===== src/rtl/core/deq_pkg.sv =====
// ----------------------------------------------------------------------------
// deq_pkg
// Shared types and constants for the double-ended queue.
// ----------------------------------------------------------------------------
package deq_pkg;

   localparam int DEQ_DEPTH = 16;
   localparam int DATA_W    = 32;
   localparam int REQ_W     = 3;
   localparam int STATUS_W  = 2;

   typedef enum logic [REQ_W-1:0] {
      REQ_PUSH_FRONT = 3'd0,
      REQ_PUSH_BACK  = 3'd1,
      REQ_POP_FRONT  = 3'd2,
      REQ_POP_BACK   = 3'd3,
      REQ_READ_FWD   = 3'd4,
      REQ_READ_REV   = 3'd5
   } req_code_type;

   typedef enum logic [STATUS_W-1:0] {
      ST_OK    = 2'd0,
      ST_EMPTY = 2'd1,
      ST_FULL  = 2'd2
   } status_type;

   typedef enum logic [2:0] {
      OP_HOLD,
      OP_SHIFT_UP,
      OP_SHIFT_DOWN,
      OP_LOAD_BACK,
      OP_ROT_DOWN,
      OP_ROT_UP
   } cell_op_type;

   typedef enum logic {
      ST_IDLE,
      ST_READ
   } state_type;

endpackage


===== src/rtl/core/deq_if.sv =====
// ----------------------------------------------------------------------------
// deq_req_if / deq_rsp_if
// Valid/ready channels for queue requests and queue results.
// ----------------------------------------------------------------------------
interface deq_req_if import deq_pkg::*; ();
   logic                     valid;
   logic                     ready;
   logic [REQ_W-1:0]         req_type;
   logic signed [DATA_W-1:0] push_value;

   modport source (output valid, output req_type, output push_value, input ready);
   modport sink   (input valid, input req_type, input push_value, output ready);
endinterface

interface deq_rsp_if import deq_pkg::*; ();
   logic                     valid;
   logic                     ready;
   logic signed [DATA_W-1:0] item_value;
   logic [STATUS_W-1:0]      status;
   logic                     last;

   modport source (output valid, output item_value, output status, output last,
                   input ready);
   modport sink   (input valid, input item_value, input status, input last,
                   output ready);
endinterface


===== src/rtl/core/double_ended_queue.sv =====
// ----------------------------------------------------------------------------
// double_ended_queue
// Bounded deque of signed 32-bit words built as a row of shifting cells.
// ----------------------------------------------------------------------------
// Outside a read-out, cell k holds the word k places from the front. Push and
// pop at either end complete one word per cycle while the result side keeps
// up. A read-out first latches the stored count and direction, then sends
// one stored entry per cycle while the result side keeps up, and holds the
// request side until its last entry is registered: the row rotates by one
// cell per entry sent and the front or back cell is sent, so after a full
// pass the queue is back in its original order. Empty reads, refused pushes
// and empty pops give a single result. Request codes 6 and 7 are accepted
// and give no result.
module double_ended_queue import deq_pkg::*; #(
   parameter int DEPTH = DEQ_DEPTH
) (
   input  logic       clock,
   input  logic       reset,
   deq_req_if.sink    req_ch,
   deq_rsp_if.source  rsp_ch
);

   localparam int CNT_W = $clog2(DEPTH + 1);

   cell_op_type              op;
   logic [CNT_W-1:0]         count;
   logic signed [DATA_W-1:0] cell_data [DEPTH];
   logic signed [DATA_W-1:0] back_sel  [DEPTH];
   logic signed [DATA_W-1:0] front_data;
   logic signed [DATA_W-1:0] back_data;
   logic signed [DATA_W-1:0] head_in;

   deq_ctrl #(
      .DEPTH (DEPTH),
      .CNT_W (CNT_W)
   ) u_ctrl (
      .clock      (clock),
      .reset      (reset),
      .req_ch     (req_ch),
      .rsp_ch     (rsp_ch),
      .front_data (front_data),
      .back_data  (back_data),
      .op         (op),
      .count      (count)
   );

   assign front_data = cell_data[0];
   assign head_in    = (op == OP_ROT_UP) ? back_data : req_ch.push_value;

   always_comb begin
      back_data = '0;
      for (int i = 0; i < DEPTH; i++) begin
         back_data = back_data | back_sel[i];
      end
   end

   for (genvar g = 0; g < DEPTH; g++) begin : g_cell
      logic signed [DATA_W-1:0] lo_in;
      logic signed [DATA_W-1:0] hi_in;

      if (g == 0) begin : g_first
         assign lo_in = head_in;
      end else begin : g_mid
         assign lo_in = cell_data[g-1];
      end

      if (g == DEPTH - 1) begin : g_end
         assign hi_in = '0;
      end else begin : g_inner
         assign hi_in = cell_data[g+1];
      end

      deq_cell #(
         .IDX   (g),
         .CNT_W (CNT_W)
      ) u_cell (
         .clock      (clock),
         .op         (op),
         .count      (count),
         .push_value (req_ch.push_value),
         .lo_in      (lo_in),
         .hi_in      (hi_in),
         .front_data (front_data),
         .data       (cell_data[g]),
         .back_sel   (back_sel[g])
      );
   end

endmodule


===== src/rtl/core/deq_cell.sv =====
// ----------------------------------------------------------------------------
// deq_cell
// One queue slot: holds the word at its position from the front and moves it
// to or from its neighbors as the row operation commands.
// ----------------------------------------------------------------------------
module deq_cell import deq_pkg::*; #(
   parameter int IDX   = 0,
   parameter int CNT_W = 5
) (
   input  logic                     clock,
   input  cell_op_type              op,
   input  logic [CNT_W-1:0]         count,
   input  logic signed [DATA_W-1:0] push_value,
   input  logic signed [DATA_W-1:0] lo_in,
   input  logic signed [DATA_W-1:0] hi_in,
   input  logic signed [DATA_W-1:0] front_data,
   output logic signed [DATA_W-1:0] data,
   output logic signed [DATA_W-1:0] back_sel
);

   logic signed [DATA_W-1:0] data_ff;
   logic signed [DATA_W-1:0] data_in;
   logic                     is_back;
   logic                     is_slot;

   assign is_back = (count == CNT_W'(IDX + 1));
   assign is_slot = (count == CNT_W'(IDX));

   always_comb begin
      data_in = data_ff;
      case (op)
         OP_SHIFT_UP:   data_in = lo_in;
         OP_SHIFT_DOWN: data_in = hi_in;
         OP_LOAD_BACK:  if (is_slot) data_in = push_value;
         OP_ROT_DOWN:   data_in = is_back ? front_data : hi_in;
         OP_ROT_UP:     data_in = lo_in;
         default:       data_in = data_ff;
      endcase
   end

   always_ff @(posedge clock) begin
      data_ff <= data_in;
   end

   assign data     = data_ff;
   assign back_sel = is_back ? data_ff : '0;

endmodule


===== src/rtl/core/deq_ctrl.sv =====
// ----------------------------------------------------------------------------
// deq_ctrl
// Request decode, entry count, read-out sequencing and result register.
// ----------------------------------------------------------------------------
module deq_ctrl import deq_pkg::*; #(
   parameter int DEPTH = DEQ_DEPTH,
   parameter int CNT_W = $clog2(DEPTH + 1)
) (
   input  logic                     clock,
   input  logic                     reset,
   deq_req_if.sink                  req_ch,
   deq_rsp_if.source                rsp_ch,
   input  logic signed [DATA_W-1:0] front_data,
   input  logic signed [DATA_W-1:0] back_data,
   output cell_op_type              op,
   output logic [CNT_W-1:0]         count
);

   state_type                state_ff, state_in;
   logic [CNT_W-1:0]         count_ff, count_in;
   logic [CNT_W-1:0]         remain_ff, remain_in;
   logic                     rev_ff, rev_in;
   logic                     rsp_valid_ff, rsp_valid_in;
   logic signed [DATA_W-1:0] rsp_value_ff, rsp_value_in;
   status_type               rsp_status_ff, rsp_status_in;
   logic                     rsp_last_ff, rsp_last_in;

   logic         out_free;
   logic         accept;
   logic         full;
   logic         empty;
   req_code_type code;

   assign out_free = !rsp_valid_ff || rsp_ch.ready;
   assign accept   = req_ch.valid && req_ch.ready;
   assign full     = (count_ff == CNT_W'(DEPTH));
   assign empty    = (count_ff == '0);
   assign code     = req_code_type'(req_ch.req_type);

   assign req_ch.ready = (state_ff == ST_IDLE) && out_free;

   always_comb begin
      state_in = state_ff;
      unique case (state_ff)
         ST_IDLE: begin
            if (accept && !empty &&
                (code == REQ_READ_FWD || code == REQ_READ_REV))
               state_in = ST_READ;
         end
         ST_READ: begin
            if (out_free && remain_ff == CNT_W'(1)) state_in = ST_IDLE;
         end
         default: state_in = ST_IDLE;
      endcase
   end

   always_comb begin
      op            = OP_HOLD;
      count_in      = count_ff;
      remain_in     = remain_ff;
      rev_in        = rev_ff;
      rsp_valid_in  = rsp_valid_ff && !rsp_ch.ready;
      rsp_value_in  = rsp_value_ff;
      rsp_status_in = rsp_status_ff;
      rsp_last_in   = rsp_last_ff;
      unique case (state_ff)
         ST_IDLE: begin
            if (accept) begin
               rsp_valid_in  = 1'b1;
               rsp_value_in  = '0;
               rsp_status_in = ST_OK;
               rsp_last_in   = 1'b1;
               unique case (code) inside
                  REQ_PUSH_FRONT, REQ_PUSH_BACK: begin
                     if (full) begin
                        rsp_status_in = ST_FULL;
                     end else begin
                        op       = (code == REQ_PUSH_FRONT) ? OP_SHIFT_UP : OP_LOAD_BACK;
                        count_in = count_ff + CNT_W'(1);
                     end
                  end
                  REQ_POP_FRONT, REQ_POP_BACK: begin
                     if (empty) begin
                        rsp_status_in = ST_EMPTY;
                     end else begin
                        if (code == REQ_POP_FRONT) begin
                           op           = OP_SHIFT_DOWN;
                           rsp_value_in = front_data;
                        end else begin
                           rsp_value_in = back_data;
                        end
                        count_in = count_ff - CNT_W'(1);
                     end
                  end
                  REQ_READ_FWD, REQ_READ_REV: begin
                     if (empty) begin
                        rsp_status_in = ST_EMPTY;
                     end else begin
                        rsp_valid_in = 1'b0;
                        remain_in    = count_ff;
                        rev_in       = (code == REQ_READ_REV);
                     end
                  end
                  default: rsp_valid_in = 1'b0;
               endcase
            end
         end
         ST_READ: begin
            if (out_free) begin
               op            = rev_ff ? OP_ROT_UP : OP_ROT_DOWN;
               rsp_valid_in  = 1'b1;
               rsp_value_in  = rev_ff ? back_data : front_data;
               rsp_status_in = ST_OK;
               rsp_last_in   = (remain_ff == CNT_W'(1));
               remain_in     = remain_ff - CNT_W'(1);
            end
         end
         default: op = OP_HOLD;
      endcase
   end

   always_ff @(posedge clock) begin
      if (reset) begin
         state_ff     <= ST_IDLE;
         count_ff     <= '0;
         remain_ff    <= '0;
         rev_ff       <= 1'b0;
         rsp_valid_ff <= 1'b0;
      end else begin
         state_ff     <= state_in;
         count_ff     <= count_in;
         remain_ff    <= remain_in;
         rev_ff       <= rev_in;
         rsp_valid_ff <= rsp_valid_in;
      end
   end

   always_ff @(posedge clock) begin
      rsp_value_ff  <= rsp_value_in;
      rsp_status_ff <= rsp_status_in;
      rsp_last_ff   <= rsp_last_in;
   end

   assign count             = count_ff;
   assign rsp_ch.valid      = rsp_valid_ff;
   assign rsp_ch.item_value = rsp_value_ff;
   assign rsp_ch.status     = rsp_status_ff;
   assign rsp_ch.last       = rsp_last_ff;

endmodule


===== src/flat_wrapper.sv =====
// flat-port wrapper written by rule: the top's interface ports become plain ports
module double_ended_queue_flat import deq_pkg::*;
#(
   parameter int DEPTH = DEQ_DEPTH
)
  (clock, reset, req_ch_valid, req_ch_req_type, req_ch_push_value, req_ch_ready, rsp_ch_valid, rsp_ch_item_value, rsp_ch_status, rsp_ch_last, rsp_ch_ready);
  deq_req_if req_ch_i ();
  deq_rsp_if rsp_ch_i ();
  input  logic clock;
  input  logic reset;
  input wire logic [$bits(req_ch_i.valid)-1:0] req_ch_valid;
  input wire logic [$bits(req_ch_i.req_type)-1:0] req_ch_req_type;
  input wire logic [$bits(req_ch_i.push_value)-1:0] req_ch_push_value;
  output wire logic [$bits(req_ch_i.ready)-1:0] req_ch_ready;
  output wire logic [$bits(rsp_ch_i.valid)-1:0] rsp_ch_valid;
  output wire logic [$bits(rsp_ch_i.item_value)-1:0] rsp_ch_item_value;
  output wire logic [$bits(rsp_ch_i.status)-1:0] rsp_ch_status;
  output wire logic [$bits(rsp_ch_i.last)-1:0] rsp_ch_last;
  input wire logic [$bits(rsp_ch_i.ready)-1:0] rsp_ch_ready;
  assign req_ch_i.valid = req_ch_valid;
  assign req_ch_i.req_type = req_ch_req_type;
  assign req_ch_i.push_value = req_ch_push_value;
  assign req_ch_ready = req_ch_i.ready;
  assign rsp_ch_valid = rsp_ch_i.valid;
  assign rsp_ch_item_value = rsp_ch_i.item_value;
  assign rsp_ch_status = rsp_ch_i.status;
  assign rsp_ch_last = rsp_ch_i.last;
  assign rsp_ch_i.ready = rsp_ch_ready;
  double_ended_queue #(.DEPTH(DEPTH)) u_core (.clock(clock), .reset(reset), .req_ch(req_ch_i), .rsp_ch(rsp_ch_i));
endmodule

===== config.mk =====
export PLATFORM = sky130hd
export DESIGN_NAME = double_ended_queue_flat
export DESIGN_NICKNAME = d
export VERILOG_FILES = /design/src/rtl/core/deq_pkg.sv /design/src/rtl/core/deq_if.sv /design/src/rtl/core/double_ended_queue.sv /design/src/rtl/core/deq_cell.sv /design/src/rtl/core/deq_ctrl.sv /design/src/flat_wrapper.sv
export SDC_FILE = /design/constraint.sdc
export NUM_CORES = 2
export LEC_CHECK = 0
export ABC_AREA = 1
export CORE_MARGIN = 2
export CORE_UTILIZATION = 30
export CTS_BUF_LIST = sky130_fd_sc_hd__clkbuf_16
export DETAILED_ROUTE_END_ITERATION = 8
export DONT_BUFFER_PORTS = 1
export PLACE_DENSITY_LB_ADDON = 0.25
export RECOVER_POWER = 100
export SETUP_SLACK_MARGIN = 0.3
export SYNTH_ARGS = -nofsm -noshare
export SYNTH_HDL_FRONTEND = slang
export SYNTH_SLANG_ARGS = --single-unit
export TNS_END_PERCENT = 20

===== constraint.sdc =====
create_clock -name clock -period 3.9 [get_ports clock]
set_input_delay 0.78 -clock clock [delete_from_list [all_inputs] [get_ports clock]]
set_output_delay 0.78 -clock clock [all_outputs]
set_load 0.02 [all_outputs]

==> metrics.txt <==
outcome finished, violations left; failing checks max-capacitance violations, max-slew violations; Placed Cells about 7,000; root buffer cell clkbuf_16; Slew Viols, Final approximately 300; vias in the first global route around 38,000; VDD IR-drop max 0.000324 V; Avg WL per Cell around 26 µm; CTS sink cnt 560; crit path time final between 3000 and 4000 ps; CP Capture Type flop; area of the multi-input gates 20,000 µm²; WHS Endpoint u_core.u_ctrl.count[2]$_SDFFE_PP0P_; Arr. time, crit path between 4000 and 5000 ps; type of the worst setup path flop to flop; first-pass GRT wire length 266,000 µm; R2R depth 11; Post-Synth Simple-Gate Area between 40% and 50%; reg2reg end u_core.g_cell[0].u_cell.data[26]$_DFFE_PP_; filler cell count about 14,000; Sequential Area 16,700 µm²; mux cell area share after synthesis 0.917%; global-route track usage on met1 a little over a third; part of the cycle the worst path needs 95.7%; via count about 42,000; largest net degree at the start of global routing 190; layout cells sized above 1 between 6 and 7%; Top Ports 76; GPL Wtd Cong 0.853; post-synthesis register bit count 560; Post-DRT Antenna Nets 0; final setup violating endpoints 0; CTS tree done; max_cap viols 3; Seq/Total Area, Yosys 42.5%; Mapped Cells ~5,600; Slowest Stage Delay on Critical Path slightly below 700 ps; Slew headroom -19.7%; Worst Hold Class input pin to flop; Switching Fraction approximately a third; post-synthesis cell type count 30; Synth Area in XOR/XNOR less than 1%; Hold Startpoint reset; gr busiest metal met2; Net Sw Power just over 6000 µW; P_leak around 0.018 µW; die area approximately 130,000 µm²; Comb power frac between 15 and 20%; Crit Path Max Fanout roughly 190; CTS clock-pin slew for the worst setup and hold paths roughly 60 ps; Nets between 5,000 and 6,000; crit-path leading delay family buffers and inverters; total power between 15,000 and 20,000 µW; Net Count, Synth approximately 5,600; CP bufs+invs 3; CP Launch Type flop; met2 usage 40.5%; initial core utilization 30.3%; grt ovf 0; DPL Wire Length 102,000 µm; row count about 130; Die Wd around 370 µm; 1st-pass router iterations 6; GRT met3 Usage between 5 and 6%; detailed-route DRC error count 0; hold depth 1; Post-Syn Area just under 40,000 µm²; Clk pwr share about a third; Pint roughly 12,000 µW; Synth Area in Adders less than 1%; Fin. Hold Viols 0; CTS buffer count between 60 and 70; core area 130,000 µm²; die span in y 366 µm; Synth-to-Final Area Change 9.04%; Synth Area in Compound Gates under 10%; R2R Setup Slk 170 ps; hold slack around 190 ps; worst-path cell chain inv_2 > nand2_2 > nor2_4 > o21ai_2 > nand2_8 > buf_12 > nand2_2 > clkbuf_2 > nor2_1 > nand2_1 > nand2_1; Least-Margin Pin Slew 1790 ps; skew final around 29 ps; share of power burned in registers between 40% and 50%; Bufs on Longest Clock Path 3; H-tree depth 3; setup_tns 0 ps; all-layer global routing usage between 20% and 30%; Max Freq between 200 and 300 MHz; largest family of logic cells by synthesized area simple AND/OR/NAND/NOR gates; total wire length 186,000 µm; RSZ-0062 raised after global routing yes; vias per cell approximately 5.9; Max stage delay cell, worst path clkbuf_2; Syn. warnings 0; port bufs 0; Syn Area/Cell around 7.1 µm²; total power density per cell area 421 nW/µm²; clk_lat worst skew 660 ps; FF-to-FF Start u_core.u_ctrl.count[4]$_SDFFE_PP0P_; Critical Path RT between 4000 and 5000 ps; Final Non-Filler Cells just over 7,000; initial antenna violation count 6; Iter 0 DRT Violations between 6,000 and 7,000
[cells in the mapped netlist, drive strengths merged]
cell type / count / area share, %
or2: 1 / 0.016
inv: 150 / 1.4
nor2: 256 / 2.6
buf: 251 / 3.2
dfxtp: 13 / 0.66
nand4: 481 / 8.0
nor3: 1 / 0.013
a21oi: 79 / 1.0
a211oi: 2 / 0.038
mux2: 32 / 0.92
o21ai: 448 / 5.7
nand2: 2250 / 22
edfxtp: 547 / 42
clkinv: 3 / 0.029
ha: 8 / 0.25
xnor2: 1 / 0.022
nand3: 814 / 10
xor2: 5 / 0.11
clkbuf: 223 / 2.1
[worst max path at each step]
stage | start | to | slack, ps | cells past startpoint
final | u_core.u_ctrl.count[4]$_SDFFE_PP0P_ | u_core.g_cell[0].u_cell.data[26]$_DFFE_PP_ | 170 | 11
after global placement | u_core.u_ctrl.count[4]$_SDFFE_PP0P_ | u_core.g_cell[15].u_cell.data[8]$_DFFE_PP_ | 500 | 12
after CTS | u_core.u_ctrl.count[0]$_SDFFE_PP0P_ | u_core.g_cell[15].u_cell.data[26]$_DFFE_PP_ | 420 | 12
after floorplan | rsp_ch_ready | u_core.g_cell[0].u_cell.data[0]$_DFFE_PP_ | 320 | 11
after global routing | u_core.u_ctrl.count[0]$_SDFFE_PP0P_ | u_core.g_cell[15].u_cell.data[6]$_DFFE_PP_ | 110 | 12
after detailed placement | u_core.u_ctrl.count[0]$_SDFFE_PP0P_ | u_core.g_cell[15].u_cell.data[24]$_DFFE_PP_ | 440 | 12
[cell type report]
cell class                      instances  share of cell area, %
Multi-Input combinational cell       4378                   46.8
Antenna cell                            2                 0.0117
Timing Repair Buffer                  138                   3.08
Clock inverter                         49                  0.695
Tap cell                             1742                   5.09
Sequential cell                       560                   39.0
Clock buffer                           69                   4.03
Inverter                              153                   1.37
[metal layers]
metal,share of wire (%),up-vias
li1,-,18546
met1,39,20120
met2,44,2736
met3,12,500
met4,5.2,2
met5,0.0027,-
[registers in the layout, indices dropped and copies added, names as in the netlist]
name	count
u_core.g_cell.u_cell.data	512
u_core.u_ctrl.count	5
u_core.u_ctrl.remain_ff	5
u_core.u_ctrl.rev_ff	1
u_core.u_ctrl.rsp_ch.item_value	32
u_core.u_ctrl.rsp_ch.last	1
u_core.u_ctrl.rsp_ch.status	2
u_core.u_ctrl.rsp_ch.valid	1
u_core.u_ctrl.state_ff	1
[power groups by stage]
stage	sequential [µW]	combinational (µW)	clock, µW
after global routing	8290	3790	6520
final	8230	3540	6280
after global placement	8310	3410	0
after detailed placement	8300	3470	0
after CTS	8190	3480	6320
after floorplan	8080	2240	0
[cell families (layout without fill, tap and decap cells)]
group / after synthesis / after routing
AO/OA/AOI/OAI: 529 / 529
XOR/XNOR: 6 / 6
adder cells (fa/ha/maj): 8 / 8
buffers and inverters: 627 / 409
flip-flops: 560 / 560
multiplexers: 32 / 32
other: 0 / 2
AND/OR/NAND/NOR: 3803 / 3803
[placed cells by master (no fill, tap or decap), types with 2 or more instances in the layout]
cell type / instances
a211oi_1: 2
a21oi_1: 79
buf_12: 25
buf_2: 4
buf_4: 86
buf_6: 4
bufinv_16: 3
clkbuf_1: 4
clkbuf_16: 69
clkbuf_2: 7
clkbuf_4: 8
clkinv_1: 15
clkinv_2: 13
clkinvlp_4: 2
dfxtp_1: 12
diode_2: 2
edfxtp_1: 547
ha_1: 7
inv_1: 134
inv_2: 30
inv_6: 3
mux2_2: 32
nand2_1: 2243
nand2_2: 4
nand2_4: 2
nand3_1: 813
nand4_1: 459
nand4_2: 22
nor2_1: 232
nor2_2: 4
nor2_4: 20
o21ai_0: 446
xor2_1: 5
[per-stage QoR]
stage	instance area [µm²]	worst slack (ps)	utilization (%)
2_1_floorplan	39300	316	-
3_3_place_gp	41000	496	31.6
3_5_place_dp	41000	441	31.6
4_1_cts	43000	417	33.2
5_1_grt	42800	105	33.0
6_report	42800	169	33.0
[repair_timing]
item,CTS,global route
buffers inserted,0,0
resized for setup,0,1
setup endpoints to repair,0,112
hold buffers,0,0
No activity file was read; power rests on OpenSTA's default activity.
